<file path="src/rtl/crle_pkg.sv">
// Shared types and constants for the Catmull-Rom loop evaluator.
package crle_pkg;

    localparam int MAX_POINTS_DEF = 64;
    localparam int ADDR_W         = 10;
    localparam int PC_W           = 7;
    localparam int HW             = 40;
    localparam logic [PC_W-1:0] PC_RESET = 7'd4;

    typedef enum logic {
        CMD_LOAD = 1'b0,
        CMD_EVAL = 1'b1
    } t_cmd;

    typedef struct packed {
        logic                command;
        logic [5:0]          point_index;
        logic signed [31:0]  coord_x;
        logic signed [31:0]  coord_y;
        logic signed [31:0]  coord_z;
        logic [15:0]         global_t;
    } t_in_word;

    typedef struct packed {
        logic signed [31:0]  pos_x;
        logic signed [31:0]  pos_y;
        logic signed [31:0]  pos_z;
        logic signed [31:0]  deriv_x;
        logic signed [31:0]  deriv_y;
        logic signed [31:0]  deriv_z;
        logic                overflow;
    } t_out_word;

    typedef struct packed {
        logic                is_eval;
        logic                wr_ok;
        logic [ADDR_W-1:0]   wr_addr;
        logic [95:0]         point;
        logic [15:0]         t;
        logic [ADDR_W-1:0]   idx0;
        logic [ADDR_W-1:0]   idx1;
        logic [ADDR_W-1:0]   idx2;
        logic [ADDR_W-1:0]   idx3;
    } t_qword;

    function automatic logic signed [31:0] sat32(input logic signed [HW-1:0] x);
        logic signed [31:0] r;
        if (x > $signed({{(HW-32){1'b0}}, 32'h7FFF_FFFF})) begin
            r = 32'sh7FFF_FFFF;
        end else if (x < $signed({{(HW-32){1'b1}}, 32'h8000_0000})) begin
            r = 32'sh8000_0000;
        end else begin
            r = x[31:0];
        end
        return r;
    endfunction

    function automatic logic is_sat(input logic signed [HW-1:0] x);
        return (x > $signed({{(HW-32){1'b0}}, 32'h7FFF_FFFF})) ||
               (x < $signed({{(HW-32){1'b1}}, 32'h8000_0000}));
    endfunction

endpackage

</file>
<file path="src/rtl/crle_queue.sv">
// Two-entry queue between front and back ends.
module crle_queue (
    input  logic              i_clk,
    input  logic              i_rst_n,
    input  logic              i_push,
    input  crle_pkg::t_qword  i_qword,
    input  logic              i_pop,
    output logic              o_nonempty,
    output logic              o_full,
    output crle_pkg::t_qword  o_qword
);
    import crle_pkg::*;

    t_qword      r_q [2];
    logic        r_wp, r_rp;
    logic [1:0]  r_cnt;
    logic        do_push, do_pop;

    assign o_nonempty = (r_cnt != 2'd0);
    assign o_full     = (r_cnt == 2'd2);
    assign o_qword    = r_q[r_rp];
    assign do_pop     = i_pop && o_nonempty;
    assign do_push    = i_push && (!o_full || do_pop);

    always_ff @(posedge i_clk) begin
        if (!i_rst_n) begin
            r_wp  <= 1'b0;
            r_rp  <= 1'b0;
            r_cnt <= 2'd0;
        end else begin
            if (do_push) r_wp <= ~r_wp;
            if (do_pop)  r_rp <= ~r_rp;
            r_cnt <= r_cnt + 2'(do_push) - 2'(do_pop);
        end
        if (do_push) r_q[r_wp] <= i_qword;
    end

    a_cnt_bound: assert property (@(posedge i_clk) disable iff (!i_rst_n)
        r_cnt <= 2'd2) else $error("queue count out of range");
    a_ptr_match: assert property (@(posedge i_clk) disable iff (!i_rst_n)
        (r_cnt == 2'd0 || r_cnt == 2'd2) |-> (r_wp == r_rp))
        else $error("queue pointers disagree with count");

endmodule

</file>
<file path="config.mk">
export PLATFORM = sky130hd
export DESIGN_NAME = crle_queue
export DESIGN_NICKNAME = d
export VERILOG_FILES = /design/src/rtl/crle_pkg.sv /design/src/rtl/crle_queue.sv
export SDC_FILE = /design/constraint.sdc
export NUM_CORES = 1
export LEC_CHECK = 0
export ABC_AREA = 0
export BUFFER_PORTS_ARGS = -buffer_cell sky130_fd_sc_hd__buf_2
export CAP_MARGIN = 25
export CORE_ASPECT_RATIO = 0.8
export CORE_UTILIZATION = 35
export CTS_BUF_LIST = sky130_fd_sc_hd__clkbuf_8 sky130_fd_sc_hd__clkbuf_16
export DETAILED_ROUTE_END_ITERATION = 12
export SLEW_MARGIN = 15
export SYNTH_ARGS = -nofsm -noshare
export SYNTH_HDL_FRONTEND = slang
export SYNTH_SLANG_ARGS = --single-unit
</file>
<file path="constraint.sdc">
create_clock -name i_clk -period 27 [get_ports i_clk]
set_input_delay 4.05 -clock i_clk [delete_from_list [all_inputs] [get_ports i_clk]]
set_output_delay 4.05 -clock i_clk [all_outputs]
set_load 0.01 [all_outputs]
</file>
==> results of run 1 <==
state kept, by name, summed over array words and instances (netlist names), named ones only:
| register | cells |
|---|---|
| r_cnt | 2 |
| r_q | 328 |
| r_rp | 1 |
| r_wp | 1 |
placed cells by master, fill, tap and decap left out, types with 2 or more instances in the layout:
cell and count:
buf_2 333, edfxtp_1 328, mux2_2 164, clkbuf_16 37, clkinv_1 15, inv_1 6
buf_4 4, dfxtp_1 4, xnor2_1 3, clkinv_2 3, nor2_4 2, nor2b_1 2
and2_1 2, nand2_1 2, ha_1 2, inv_6 2, bufinv_16 2
cell families after synthesis:
| logic type | after synthesis |
|---|---|
| adders and majority gates | 2 |
| and+or+nand+nor | 10 |
| DFF | 333 |
| xor gates and xnor gates | 3 |
| muxes | 165 |
| AOI/OAI and AO/OA | 2 |
| buffers and inverters | 21 |
worst reg2reg max path, cell delays in order, from the launching register on:
cell      delay [ns]
dfxtp_1         0.37
nand2b_1        0.16
o21ai_2         0.13
nor2_4          0.73
buf_4           0.87
cell type report:
cell class	count	area (um^2)	area share, %
flip-flops and latches	333	9950	64.8
well taps	465	582	3.79
multi-input cells	182	1990	13.0
repair buffers	338	1720	11.2
clock inverters	27	176	1.15
inverters	3	11.3	0.0733
clock buffers	37	926	6.03
power by group:
part           internal [mW]  total [mW]  leakage, nW  switching (mW)
registers              0.629       0.647         3.11          0.0183
clock network          0.267       0.455        0.549           0.188
logic                  0.132       0.283         2.01           0.151
total                   1.03        1.38         5.67           0.357
per-stage QoR:
stage / total power, mW / std cells / worst slack (ns)
6_report: 1.38 / 1385 / 20.25
5_1_grt: 1.45 / 1385 / 20.05
4_1_cts: 1.41 / 1385 / 20.17
3_5_place_dp: 0.946 / 1321 / 20.58
3_3_place_gp: 0.944 / 1321 / 20.58
2_1_floorplan: 0.855 / 536 / 15.37
per-layer routing:
layer	global-route usage [%]	vias to the layer above
li1	-	2853
met1	16.8	3065
met2	21.8	196
met3	4.51	35
met4	3.84	4
met5	0	-
path summary, 6_finish.rpt:
| kind | depth (start not counted) | to | startpoint |
|---|---|---|---|
| setup / recovery | 3 | o_qword[66] | flop |
| hold reg to reg | 2 | flop | r_rp |
| setup reg to reg | 4 | r_q[0][66] | r_cnt[0] |
| hold / removal | 2 | flop | r_rp |
==> metrics.txt, run 1 <==
status finished clean; Reg clk slew, reported paths 0.06 ns; Yosys top cell area share 80.9%; CTS root buffer clkbuf_16; routed wire length 24500 um; CTS tree yes; number of global-route vias before repair 6361; initial antenna violation count 3; hold slack 0.530 ns; unrepaired setup endpoints after global routing no; die area 0.0355 mm^2; post-synthesis compound-gate area fraction 0.134%; fin crit period 6.75 ns; skew final 0.0132 ns; CTS buffer count 36; WP buf/inv 2; endpoints failing hold 0; post-synthesis mux area share 15.3%; via count 6153; # DRC 0; clk sinks 333; crit-path leading delay family buffers and inverters; Post-synth top cells 328 x edfxtp_1, 164 x mux2_2, 13 x clkbuf_8; Placement Cell Area 0.0143 mm^2; Mapped Cells 536; EDFF count, synth 328; period utilization 25.0%; Post-Synth XOR/XNOR Area 0.216%; PortBufs 333; Synth area leaders edfxtp_1 81%, mux2_2 15%, clkbuf_8 1.5%, dfxtp_1 0.82%, buf_6 0.46%; core area 0.0339 mm^2; number of setup buffers added after CTS 0; via count normalized by instance count 4.44; first-pass GRT wire length 35900 um; Synth area leader edfxtp_1; num ports 334; HPWL Detailed 15500 um; Rows 60; Worst R2R Setup Slack 24.27 ns; cts hold-fix bufs 0; Post-CTS Resized 0; Layout area overhead 26.2%; Post-layout nets 1064; metal2 WL 11700 um; Netlist cell types 17; largest family of logic cells by synthesized area multiplexers; Crit path largest cell delay 0.77 ns; Leakage 5.67 nW; Post-synth ARST share 0%; Clock Tree Buf Depth 3; FILL cells 3052; Wirelength per Cell 17.7 um; slowest cell on the critical path buf_4; Final Slew Violations 0; CP Cell Sequence buf_4 > mux2_2 > buf_2; final instance area 0.0154 mm^2; Adder-Cell Fraction of Synth Area 0.206%; simple-gate share of the synthesized area 0.432%; Post-DRT Antenna Nets 0; Yosys warning total 0; Critical Path RT 22.95 ns; post-layout util 45.3%; H-tree depth 2; Post-Route M1 WL 10600 um; number of diodes 0; top layer in use met5; Skew-Pair Late Insertion Delay 0.51 ns; Main synth FF type edfxtp_1; Die W 211 um; largest net degree at the start of global routing 155; HP Class flop to flop; Mapped Avg Cell Area 22.7 um^2; pin slew with the least headroom to its limit 1.04 ns; number of synthesized register bits 333; syn nets 706; Initial Util 35.9%; TritonRoute pass-1 iters 4; Max VDD drop 0.0000440 V; worst-path maximum fanout 68; Setup crit start kind flop; GRT Util Overall 13.3%; Fin Setup TNS 0 ns; die height 169 um; Cell Area, Synth 0.0122 mm^2; GRT Residual Overflow 0; Power Density 90.2 mW/mm^2; maxcap violations 0; GP Congestion 0.706; top-count cell post-synth edfxtp_1; met3 routed WL 1800 um; Peak Freq 148 MHz; share of cells above drive strength 1 60.1%; count of final setup violators 0; CP Capture Type output pin; post-synthesis sequential area ratio 81.7%; WP data arrival 2.70 ns; WS Path Type flop to output pin; Slew headroom 30.8%; 1st-iter DRT viols 222
No activity file was read; power rests on OpenSTA's default activity.
==> run 2: changes to the inputs <==
--- a/config.mk
+++ b/config.mk
@@ -5,7 +5,7 @@
 export SDC_FILE = /design/constraint.sdc
 export NUM_CORES = 1
 export LEC_CHECK = 0
-export ABC_AREA = 0
+export ABC_AREA = 1
 export BUFFER_PORTS_ARGS = -buffer_cell sky130_fd_sc_hd__buf_2
 export CAP_MARGIN = 25
 export CORE_ASPECT_RATIO = 0.8
==> constraint.sdc (replaced) <==
create_clock -name i_clk -period 5.8 [get_ports i_clk]
set_input_delay 0.87 -clock i_clk [delete_from_list [all_inputs] [get_ports i_clk]]
set_output_delay 0.87 -clock i_clk [all_outputs]
set_load 0.01 [all_outputs]
==> run 2 against run 1 <==
  * Largest cell class unchanged
  * First-iteration DRC count rose by 34%
  * Final area rose by 0.38%
  * Cell count rose by 0.87%
  * Clock power rose to 4.7 times the previous value
  * Non-clock buffer count did not move
  * Sequential share of layout area fell by 0.25 points
  * Power rose to 4.6 times the previous value
  * Count of clock-buffer cells in the layout did not move
  * Largest power group unchanged
  * Utilization rose by 0.17 points
  * Global-route usage fell by 0.19 points
  * Synthesized cell count rose by 1.9%
  * Worst setup slack got worse by 18 ns
==> metrics.txt, run 2 <==
Final Slew Violations 0 (unchanged); Main synth FF type edfxtp_1 (unchanged); HPWL Detailed 15400 um (was 15500 um); worst-path maximum fanout 105 (was 68); CP Capture Type output pin (unchanged); via count normalized by instance count 4.47 (was 4.44); status finished clean (unchanged); Mapped Avg Cell Area 22.3 um^2 (was 22.7 um^2); maxcap violations 0 (unchanged); Cell Area, Synth 0.0122 mm^2 (about the same); unrepaired setup endpoints after global routing no (unchanged); HP Class flop to flop (unchanged); Peak Freq 280 MHz; # DRC 0 (unchanged); footprint of the multi-input gates 0.00197 mm^2 (was 0.00199 mm^2); core area 0.0339 mm^2 (unchanged); GRT Residual Overflow 0 (unchanged); Fin Setup TNS 0 ns (unchanged); Top reg by flops r_q (unchanged); via count 6240 (was 6153); Leakage 5.74 nW (was 5.67 nW); CTS root buffer clkbuf_16 (unchanged); CTS tree yes (unchanged); top-count cell post-synth edfxtp_1 (unchanged); largest registers r_q: 328 flops, r_cnt: 2 flops (unchanged); endpoints failing hold 0 (unchanged); Die W 211 um (about the same); clk sinks 333 (unchanged); first-pass GRT wire length 35400 um (was 35900 um); Mapped Cells 546 (was 536); WP data arrival 2.70 ns (about the same); Post-synth top cells 328 x edfxtp_1, 164 x mux2_2, 13 x clkbuf_8 (unchanged); share of cells above drive strength 1 59.3% (was 60.1%); count of final setup violators 0 (unchanged); GP Congestion 0.722 (was 0.706); FILL cells 3050 (was 3052); syn nets 716 (was 706); FF-to-FF path depth 5 (was 4); Post-synth ARST share 0% (unchanged); Reg clk slew, reported paths 0.06 ns (about the same); num ports 334 (unchanged); number of global-route vias before repair 6437 (was 6361); CTS buffer count 36 (unchanged); PortBufs 333 (unchanged); Rows 60 (unchanged); HP Start r_rp (unchanged); Slew headroom 43.2% (was 30.8%); pin slew with the least headroom to its limit 0.852 ns (was 1.04 ns); hold slack 0.507 ns (was 0.530 ns); Layout area overhead 26.6% (was 26.2%); die height 169 um (about the same); Post-CTS Resized 0 (unchanged); Setup crit start kind flop (unchanged); Register Area 0.00995 mm^2 (unchanged); commonest non-fill, non-tap cells in the layout 333 x buf_2, 328 x edfxtp_1, 164 x mux2_2 (unchanged); Wirelength per Cell 17.3 um (was 17.7 um); TritonRoute pass-1 iters 4 (unchanged); Power Density 413 mW/mm^2 (was 90.2 mW/mm^2); cts hold-fix bufs 0 (unchanged); Worst R2R Setup Slack 3.87 ns (was 24.27 ns); Synth area leaders edfxtp_1 81%, mux2_2 15%, clkbuf_8 1.5%, dfxtp_1 0.82%, buf_6 0.46% (unchanged); R2R Path End r_q[1][71] (was r_q[0][66]); Netlist cell types 13 (was 17); Skew-Pair Late Insertion Delay 0.50 ns (was 0.51 ns); die area 0.0355 mm^2 (about the same); Clock Tree Buf Depth 3 (unchanged); commonest non-fill, non-tap cell in the layout buf_2 (unchanged); post-synthesis sequential area ratio 81.7% (about the same); Yosys top cell area share 80.9% (about the same); GRT Util Overall 13.1% (was 13.3%); R2R Path Start r_cnt[0] (unchanged); Initial Util 35.9% (about the same); WS Path Type flop to output pin (unchanged); EDFF count, synth 328 (unchanged); max reg flops 328 (unchanged); largest net degree at the start of global routing 106 (was 155); Worst Hold Depth 2 (unchanged); 1st-iter DRT viols 297 (was 222); initial antenna violation count 6 (was 3); Critical Path RT 4.93 ns (was 22.95 ns); number of synthesized register bits 333 (unchanged); skew final 0.00624 ns (was 0.0132 ns); Post-DRT Antenna Nets 0 (unchanged); routed wire length 24200 um (was 24500 um); period utilization 61.5%; H-tree depth 2 (unchanged); Post-layout nets 1074 (was 1064); Yosys warning total 0 (unchanged); number of setup buffers added after CTS 0 (unchanged); Synth area leader edfxtp_1 (unchanged); Max VDD drop 0.000199 V (was 0.0000440 V); fin crit period 3.57 ns
==> run 2: stage by stage <==
stage,cell area [um^2],util [%],std cells,power [mW],setup slack [ns]
floorplan,12200,-,546,3.87,0.0159
global placement,14300,42.1,1330,4.28,2.77
detailed placement,14300,42.1,1331,4.30,2.76
CTS,15400,45.4,1393,6.48,2.19
global route,15400,45.4,1395,6.64,2.11
finish,15400,45.4,1397,6.36,2.23
==> run 2: cells by family after synthesis <==
family / synth area share, %
multiplexers: 15.2
AO/OA/AOI/OAI: 0.123
adder cells (fa/ha/maj): 0.205
AND/OR/NAND/NOR: 0.606
buffers and inverters: 2.18
flip-flops: 81.7
==> run 2: critical path, stage by stage (launching register included) <==
cell and delay, ns:
dfxtp_4 0.89, buf_12 0.43, mux2_2 0.41, buf_2 0.15
==> run 2: final cells by class <==
class / count / area share, %
diodes: 4 / 0.0649
clock buffers: 37 / 6.01
repair buffers: 338 / 11.4
clock inverters: 25 / 1.17
inverters: 8 / 0.227
multi-input cells: 187 / 12.8
well taps: 465 / 3.77
flip-flops and latches: 333 / 64.6
==> run 2: worst max path at each step <==
| stage | cells after the start | slack [ns] | to |
|---|---|---|---|
| floorplan | 4 | 0.02 | r_q[0][0] |
| global placement | 3 | 2.77 | o_qword[44] |
| detailed placement | 3 | 2.76 | o_qword[78] |
| CTS | 3 | 2.19 | o_qword[78] |
| global route | 3 | 2.11 | o_qword[0] |
| finish | 3 | 2.23 | o_qword[2] |
==> run 2: routing by layer <==
layer | global-route usage, % | part of all wire [%]
met3 | 4.90 | 7.8
met4 | 4.98 | 2.4
met5 | 0 | 0.12
met1 | 15.9 | 41
met2 | 21.4 | 49
==> run 2: where the power goes <==
| group | total [mW] | switching (mW) | internal [mW] |
|---|---|---|---|
| registers | 3.02 | 0.0972 | 2.92 |
| clock network | 2.13 | 0.853 | 1.28 |
| logic | 1.21 | 0.636 | 0.570 |
| total | 6.36 | 1.59 | 4.77 |
