## src/rtl/crle_pkg.sv

```systemverilog
// Shared types and constants for the Catmull-Rom loop evaluator.
package crle_pkg;

    localparam int MAX_POINTS_DEF = 64;
    localparam int ADDR_W         = 10;
    localparam int PC_W           = 7;
    localparam int HW             = 40;
    localparam logic [PC_W-1:0] PC_RESET = 7'd4;

    typedef enum logic {
        CMD_LOAD = 1'b0,
        CMD_EVAL = 1'b1
    } t_cmd;

    typedef struct packed {
        logic                command;
        logic [5:0]          point_index;
        logic signed [31:0]  coord_x;
        logic signed [31:0]  coord_y;
        logic signed [31:0]  coord_z;
        logic [15:0]         global_t;
    } t_in_word;

    typedef struct packed {
        logic signed [31:0]  pos_x;
        logic signed [31:0]  pos_y;
        logic signed [31:0]  pos_z;
        logic signed [31:0]  deriv_x;
        logic signed [31:0]  deriv_y;
        logic signed [31:0]  deriv_z;
        logic                overflow;
    } t_out_word;

    typedef struct packed {
        logic                is_eval;
        logic                wr_ok;
        logic [ADDR_W-1:0]   wr_addr;
        logic [95:0]         point;
        logic [15:0]         t;
        logic [ADDR_W-1:0]   idx0;
        logic [ADDR_W-1:0]   idx1;
        logic [ADDR_W-1:0]   idx2;
        logic [ADDR_W-1:0]   idx3;
    } t_qword;

    function automatic logic signed [31:0] sat32(input logic signed [HW-1:0] x);
        logic signed [31:0] r;
        if (x > $signed({{(HW-32){1'b0}}, 32'h7FFF_FFFF})) begin
            r = 32'sh7FFF_FFFF;
        end else if (x < $signed({{(HW-32){1'b1}}, 32'h8000_0000})) begin
            r = 32'sh8000_0000;
        end else begin
            r = x[31:0];
        end
        return r;
    endfunction

    function automatic logic is_sat(input logic signed [HW-1:0] x);
        return (x > $signed({{(HW-32){1'b0}}, 32'h7FFF_FFFF})) ||
               (x < $signed({{(HW-32){1'b1}}, 32'h8000_0000}));
    endfunction

endpackage

```

## src/rtl/crle_front.sv

```systemverilog
// Front end: accept words, scale the parameter and resolve the four neighbor slots.
module crle_front #(
    parameter int MAX_POINTS = crle_pkg::MAX_POINTS_DEF
) (
    input  logic                       i_clk,
    input  logic                       i_rst_n,
    input  logic                       i_accept,
    input  crle_pkg::t_in_word         i_word,
    input  logic [crle_pkg::PC_W-1:0]  i_loop_size,
    input  logic                       i_hold,
    output logic                       o_push,
    output crle_pkg::t_qword           o_qword
);
    import crle_pkg::*;

    localparam int AW = $clog2(MAX_POINTS);
    localparam int CW = (AW + 1 > PC_W) ? AW + 1 : PC_W;

    logic [CW-1:0]    loop_n;
    logic             r_valid;
    t_in_word         r_word;
    logic [CW-1:0]    r_n;
    logic [CW+15:0]   r_scaled;
    logic [AW-1:0]    seg, last, i0, i2, i3;
    logic [CW-1:0]    slot;

    // Clamp the loop size to 1..MAX_POINTS.
    always_comb begin
        loop_n = CW'(i_loop_size);
        if (i_loop_size == '0) begin
            loop_n = CW'(1);
        end else if (CW'(i_loop_size) > CW'(MAX_POINTS)) begin
            loop_n = CW'(MAX_POINTS);
        end
    end

    always_ff @(posedge i_clk) begin
        if (!i_rst_n) begin
            r_valid <= 1'b0;
        end else if (!i_hold) begin
            r_valid <= i_accept;
        end
        if (i_accept && !i_hold) begin
            r_word   <= i_word;
            r_n      <= loop_n;
            r_scaled <= (CW+16)'(i_word.global_t) * (CW+16)'(loop_n);
        end
    end

    always_comb begin
        seg  = r_scaled[16 +: AW];
        last = AW'(r_n - CW'(1));
        i0   = (seg == '0) ? last : AW'(seg - AW'(1));
        i2   = (seg == last) ? '0 : AW'(seg + AW'(1));
        i3   = (i2 == last) ? '0 : AW'(i2 + AW'(1));
        slot = CW'(r_word.point_index);

        o_push          = r_valid && !i_hold;
        o_qword.is_eval = (r_word.command == CMD_EVAL);
        o_qword.wr_ok   = (slot < CW'(MAX_POINTS));
        o_qword.wr_addr = ADDR_W'(slot);
        o_qword.point   = {r_word.coord_x, r_word.coord_y, r_word.coord_z};
        o_qword.t       = r_scaled[15:0];
        o_qword.idx0    = ADDR_W'(i0);
        o_qword.idx1    = ADDR_W'(seg);
        o_qword.idx2    = ADDR_W'(i2);
        o_qword.idx3    = ADDR_W'(i3);
    end

endmodule

```

## config.mk

```make
export PLATFORM = sky130hd
export DESIGN_NAME = crle_front
export DESIGN_NICKNAME = d
export VERILOG_FILES = /design/src/rtl/crle_pkg.sv /design/src/rtl/crle_front.sv
export SDC_FILE = /design/constraint.sdc
export NUM_CORES = 1
export LEC_CHECK = 0
export BUFFER_PORTS_ARGS = -buffer_cell sky130_fd_sc_hd__buf_2
export CAP_MARGIN = 20
export CORE_UTILIZATION = 36
export DETAILED_ROUTE_END_ITERATION = 16
export PLACE_DENSITY = 0.66
export SLEW_MARGIN = 20
export SYNTH_ARGS = -nofsm -noshare
export SYNTH_HDL_FRONTEND = slang
export SYNTH_SLANG_ARGS = --single-unit
```

## constraint.sdc

```tcl
create_clock -name i_clk -period 11.5 [get_ports i_clk]
set_input_delay 0.575 -clock i_clk [delete_from_list [all_inputs] [get_ports i_clk]]
set_output_delay 0.575 -clock i_clk [all_outputs]
set_load 0.02 [all_outputs]
```

==> impl_results.md, run 1 <==
- Lkg Pwr: 4.83 nW
- Clock Latency Late Sink: between 0.4 and 0.5 ns
- Startpoint class of the critical path: primary input
- Routed WL: between 20000 and 25000 um
- Fill cells: 2105
- First-pass GRT wire length: between 30000 and 40000 um
- DRT iter0 DRCs: ~280
- Reg area: a little under 4000 um^2
- Largest net degree at the start of global routing: 70
- Crit-path max FO: 22
- Crit path arrival time: between 5 and 6 ns
- Antenna violations before repair: 2
- Die X-Extent: 155 um
- Slew HR: about 29%
- Resized cells post-CTS: 0
- Status: finished clean
- Clk_skew: 0 ns
- Worst IR drop on VDD: between 90 and 100 uV
- Slew @ Worst Pin: around 1.1 ns
- Cell Area, Synth: around 8400 um^2
- Footprint of the multi-input gates: roughly 4000 um^2
- Post-synthesis instance total: 682
- Part of the Yosys area used for sequential elements: between 40% and 50%
- Fin crit share: approximately half
- RSZ-0062 raised after global routing: no
- Vias: between 5000 and 6000
- Slew Viols, Final: 0
- Commonest register cell after synthesis: edfxtp_1
- # nets final: 1200
- Routed Antenna Nets: 0
- TritonCTS Sinks: between 100 and 150
- Total Routing Usage GR: between 15 and 20%
- Avg Inst Size Synth: 12.4 um^2
- Seq cells post-synth: between 100 and 150
- CTS Buffer Depth: 2
- Via density: approximately 4.6
- Root Buffer: clkbuf_16
- EDFF count, synth: roughly 130
- Number of synthesis warnings: 0
- Number of port buffers: roughly 270
- Vias in the first global route: about 5700
- Initial Util: a little under two fifths
- Synth-to-layout area growth: 26.1%
- 1st-pass router iterations: 4
- Total CTS buffers: 17
- Hold Buf Count CTS: 0
- Crit path kind: in2reg
- Fmax achieved: 177 MHz
- IO Pins: between 200 and 300
- CTS H-tree lvls: 4
- RD Place Congestion: roughly 0.89
- Element type at the critical path end: register
- Die ar.: between 20000 and 25000 um^2
- Final Hold Viols: 0
- Max Cap Viol: 0
- Row Count: 55
- DRC errors left: 0
- Chip Height: 155 um
- Final count of negative-setup-slack endpoints: 0
- Netlist cell types: 57
- P per Cell Area: between 150 and 200 nW/um^2
- Period minus WS final: ~5.7 ns
- Post-synth ARST share: 0%
- Core ar.: between 20000 and 25000 um^2
- Worst-path clk slew: 0.07 ns
- HPWL after DPL: 17100 um
- Required time of the critical path: around 12 ns
- Layout cells sized above 1: between 30% and 40%
- Post-CTS setup repair buffer count: 0
- Hold Path Class: in2reg
- Fin util: 46.7%
- TNS Setup: 0 ns
- Wirelength per Cell: about 17 um
- CTS tree: yes
- Gr ovfl total: 0
per-stage QoR:
stage / cell area, um^2 / setup slack [ns] / total power, mW / instances / hold slack [ns]
2_1_floorplan: 8510 / 4.44 / 1.11 / 701 / 0.471
6_report: 10600 / 5.84 / 1.80 / 1285 / 0.329
3_5_place_dp: 10100 / 5.40 / 1.30 / 1252 / 0.516
5_1_grt: 10600 / 5.45 / 1.91 / 1284 / 0.308
3_3_place_gp: 10100 / 5.52 / 1.29 / 1252 / 0.488
4_1_cts: 10600 / 5.84 / 1.82 / 1284 / 0.310
layer usage:
layer	routed length, um	global-route usage (%)	vias up
li1	-	-	2837
met1	8910	21.1	2865
met2	10700	31.4	199
met3	1390	4.62	24
met4	381	5.37	2
met5	11	0	-
synthesized netlist by cell type (2+ instances only):
| cell | instances | area [um^2] |
|---|---|---|
| edfxtp_1 | 131 | 3930 |
| inv_1 | 79 | 297 |
| and2_1 | 71 | 444 |
| fa_1 | 68 | 1360 |
| nand2_1 | 56 | 210 |
| ha_1 | 44 | 551 |
| xnor2_1 | 24 | 210 |
| buf_4 | 23 | 173 |
| xor2_1 | 16 | 140 |
| nor2_1 | 15 | 56.3 |
| nor3_1 | 14 | 70.1 |
| a21oi_1 | 13 | 65.1 |
| nor2b_1 | 13 | 81.3 |
| clkbuf_1 | 12 | 45.0 |
| nand3_1 | 8 | 40.0 |
| o21ai_0 | 8 | 40.0 |
| a211oi_1 | 6 | 45.0 |
| a21o_1 | 6 | 45.0 |
| nand2b_1 | 6 | 37.5 |
| a2111oi_0 | 5 | 43.8 |
| nor3b_1 | 4 | 30.0 |
| o21a_1 | 4 | 30.0 |
| a221o_1 | 3 | 30.0 |
| a31oi_1 | 3 | 18.8 |
| and3_1 | 3 | 18.8 |
| o211ai_1 | 3 | 22.5 |
| o21bai_1 | 3 | 22.5 |
| buf_2 | 2 | 10.0 |
| conb_1 | 2 | 7.51 |
| nand4_1 | 2 | 12.5 |
| nor3_4 | 2 | 32.5 |
| nor3b_2 | 2 | 25.0 |
| nor4_1 | 2 | 12.5 |
| o2111ai_1 | 2 | 17.5 |
| o211a_1 | 2 | 20.0 |
| o311ai_1 | 2 | 17.5 |
| o31ai_1 | 2 | 15.0 |
| or2_2 | 2 | 12.5 |
placed cells by master (no fill, tap or decap), types with 6 or more instances in the layout:
cell type and count:
inv_1 79, ha_1 44, buf_2 273, nand3_1 8, o21ai_0 8, edfxtp_1 131, nor2_1 15, nor2b_1 9
xor2_1 16, and2_1 71, nand2b_1 6, a21oi_1 13, nand2_1 56, conb_1 21, a21o_1 6, fa_1 68
clkbuf_16 17, a211oi_1 6, nor3_1 14, xnor2_1 24
final cells by class:
cell class	count	share of cell area, %
antenna	1	0.0235
clock buffer	17	4.00
clock inverter	15	1.34
inverter	79	2.79
multi-input combinational	452	38.0
sequential	132	37.2
tap	313	3.68
timing repair buffer	276	13.0
cell families after synthesis:
logic type,after synthesis,share of synthesized area (%)
AOI/OAI and AO/OA,71,6.10
xor gates and xnor gates,41,4.42
adders and majority gates,112,22.7
buffers and inverters,117,6.26
DFF,132,46.9
muxes,1,0.119
other,2,0.0890
and+or+nand+nor,206,13.5
registers in the layout, summed over array words and instances (netlist names):
register	count
r_scaled	22
r_n	6
r_valid	1
o_qword	103
worst paths after layout:
check                             from  cells past startpoint  slack (ns)                      to
setup reg to reg  r_valid$_SDFFE_PN0N_                      2       10.90    r_valid$_SDFFE_PN0N_
hold / removal              i_word[55]                      1        0.33   o_qword[95]$_DFFE_PP_
setup / recovery        i_loop_size[6]                     16        5.84  r_scaled[20]$_DFFE_PP_
hold reg to reg   r_valid$_SDFFE_PN0N_                      2        0.53    r_valid$_SDFFE_PN0N_
critical path, stage by stage:
cell      delay [ns]
buf_2           0.23
nor2b_1         0.84
and2_1          0.26
fa_1            0.47
fa_1            0.52
fa_1            0.54
inv_1           0.05
fa_1            0.52
inv_1           0.04
ha_1            0.36
and3_1          0.19
a221o_1         0.35
a21oi_1         0.19
o21a_1          0.22
o21ai_1         0.18
o311ai_1        0.32
where the power goes:
group          internal (mW)  total (mW)  switching (mW)  leakage (nW)
Combinational          0.254       0.669           0.415          3.33
Sequential             0.593       0.618          0.0248          1.23
Clock                  0.286       0.513           0.227         0.275
Power figures use the tool's default switching activity.
==> inputs of run 2 (changes only) <==
Settings changed: PLACE_DENSITY 0.66 to 0.68.
Clock period 11.5 ns to 5.2 ns, I/O delays scaled along.
==> impl_results.md, run 2 (same netlist as run 1, synthesis figures left out) <==
- CP cell instances: buf_2 -> nor2b_1 -> buf_4 -> and2_1 -> fa_1 -> fa_1 -> fa_1 -> inv_1 -> fa_1 -> inv_1 -> ha_1 -> and3_1 -> a221o_1 -> a21oi_1 -> o21a_1 -> o21ai_1 -> o311ai_1 (was buf_2 -> nor2b_1 -> and2_1 -> fa_1 -> fa_1 -> fa_1 -> inv_1 -> fa_1 -> inv_1 -> ha_1 -> and3_1 -> a221o_1 -> a21oi_1 -> o21a_1 -> o21ai_1 -> o311ai_1)
- Diode count: 0 (was 1)
- Crit path kind: in2reg (unchanged)
- Chip Height: 155 um (unchanged)
- RSZ-0062 raised after global routing: no (unchanged)
- Crit-path leading delay family: adder cells (unchanged)
- Worst setup path startpoint: i_loop_size[6] (unchanged)
- Worst-path clk slew: 0.06 ns (was 0.07 ns)
- Slew Viols, Final: 0 (unchanged)
- DRT iter0 DRCs: 359 (was 278)
- Hold_sp: i_word[29] (was i_word[55])
- CTS Buffer Depth: 2 (unchanged)
- Reg-to-Reg Start: r_valid$_SDFFE_PN0N_ (unchanged)
- Clock Latency Late Sink: 0.41 ns (about the same)
- Number of port buffers: 273 (unchanged)
- Root Buffer: clkbuf_16 (unchanged)
- CTS tree: yes (unchanged)
- Crit-path max FO: 17 (was 22)
- Reg area: 3950 um^2 (unchanged)
- Via density: 4.72 (was 4.61)
- Startpoint class of the critical path: primary input (unchanged)
- Lkg Pwr: 5.01 nW (was 4.83 nW)
- Crit path arrival time: 4.84 ns (was 5.89 ns)
- Buffers & Inverters on Critical Path: 4 (was 3)
- DRC errors left: 0 (unchanged)
- # nets final: 1237 (was 1200)
- Element type at the critical path end: register (unchanged)
- Die ar.: 24100 um^2 (unchanged)
- Antenna violations before repair: 1 (was 2)
- Vias in the first global route: 6021 (was 5694)
- Gr ovfl total: 0 (unchanged)
- Wirelength per Cell: 16.5 um (was 16.7 um)
- Hold Path Class: in2reg (unchanged)
- Fmax achieved: roughly 220 MHz
- RD Place Congestion: 0.917 (was 0.889)
- First-pass GRT wire length: 33100 um (was 32200 um)
- Initial Util: 37.0% (unchanged)
- TNS Setup: 0 ns (unchanged)
- Row Count: 55 (unchanged)
- Final count of negative-setup-slack endpoints: 0 (unchanged)
- Slew HR: 42.3% (was 28.8%)
- P per Cell Area: 369 nW/um^2 (was 169 nW/um^2)
- Vias: 6230 (was 5927)
- Routed Antenna Nets: 0 (unchanged)
- Layout cells sized above 1: 32.5% (was 33.1%)
- Commonest non-fill, non-tap cells in the layout: buf_2 (273), edfxtp_1 (131), inv_1 (79), and2_1 (71), fa_1 (68) (unchanged)
- Total CTS buffers: 17 (unchanged)
- IO Pins: 295 (unchanged)
- Most Frequent Cell on Critical Path: fa_1 (unchanged)
- Required time of the critical path: 5.41 ns (was 11.73 ns)
- Slew @ Worst Pin: 0.864 ns (was 1.07 ns)
- Clk_skew: 0 ns (unchanged)
- Status: finished clean (unchanged)
- Total Routing Usage GR: 18.1% (was 17.8%)
- Die X-Extent: 155 um (unchanged)
- HPWL after DPL: 17000 um (was 17100 um)
- Slowest CP cell: fa_1 (was nor2b_1)
- TritonCTS Sinks: 132 (unchanged)
- Most common cell after layout, fill and taps aside: buf_2 (unchanged)
- Max Cap Viol: 0 (unchanged)
- Final Hold Viols: 0 (unchanged)
- Hold WS: 0.0202 ns (was 0.329 ns)
- Footprint of the multi-input gates: 4030 um^2 (was 4040 um^2)
- Critical Path Max Stage Delay: 0.54 ns (was 0.84 ns)
- Fin crit share: between 80% and 90%
- 1st-pass router iterations: 5 (was 4)
- Largest net degree at the start of global routing: 63 (was 70)
- Max FFs per register: 103 (unchanged)
- Resized cells post-CTS: 0 (unchanged)
- Period minus WS final: 4.63 ns
- Routed WL: 21800 um (was 21400 um)
- Fill cells: 2062 (was 2105)
- CTS H-tree lvls: 4 (unchanged)
- Core ar.: 22800 um^2 (unchanged)
- Worst IR drop on VDD: 208 uV (was 94.8 uV)
- Synth-to-layout area growth: 30.7% (was 26.1%)
## run 2: changes by cell type in the layout (fill, tap and decap cells not counted), sizes merged
cell         change
diode            -1
bufinv           +1
clkinv           -1
buf             +10
dlygate4sd3     +27
## run 2: report_power, final
group / switching, mW / total [mW] / leakage, nW / internal (mW)
combinational: 0.929 / 1.52 / 3.49 / 0.592
sequential: 0.0547 / 1.37 / 1.23 / 1.31
clock: 0.503 / 1.18 / 0.286 / 0.681
## run 2: path summary, 6_finish.rpt
kind,to,slack (ns),cells past startpoint
setup / recovery,r_scaled[18]$_DFFE_PP_,0.57,17
hold / removal,o_qword[69]$_DFFE_PP_,0.02,1
setup reg to reg,r_valid$_SDFFE_PN0N_,4.62,2
hold reg to reg,r_valid$_SDFFE_PN0N_,0.51,2
## run 2: metrics by stage
| stage | area, um^2 | power [mW] | cells | setup slack (ns) | utilization (%) |
|---|---|---|---|---|---|
| global placement | 10200 | 2.87 | 1262 | 0.273 | 44.6 |
| CTS | 11000 | 4.10 | 1316 | 0.559 | 48.2 |
| global route | 11000 | 4.31 | 1321 | 0.287 | 48.4 |
| finish | 11000 | 4.07 | 1321 | 0.567 | 48.4 |
| detailed placement | 10200 | 2.89 | 1262 | 0.169 | 44.6 |
| floorplan | 8510 | 2.45 | 701 | 0.129 | - |
## run 2: cell type report
| class | count | area share [%] |
|---|---|---|
| flip-flops and latches | 132 | 35.8 |
| repair buffers | 313 | 16.0 |
| clock buffers | 17 | 3.86 |
| well taps | 313 | 3.55 |
| inverters | 79 | 2.69 |
| clock inverters | 15 | 1.53 |
| multi-input cells | 452 | 36.6 |
## run 2: metal layers
layer / part of all wire [%] / global-route usage [%]
met1: 41 / 22.5
met2: 51 / 32.0
met3: 6.2 / 3.45
met4: 1.2 / 5.23
met5: 0.10 / 0
## run 2: timing repair
action,CTS,global route
hold buffers,22,5
buffers inserted,0,0
endpoints found under the hold margin,22,5
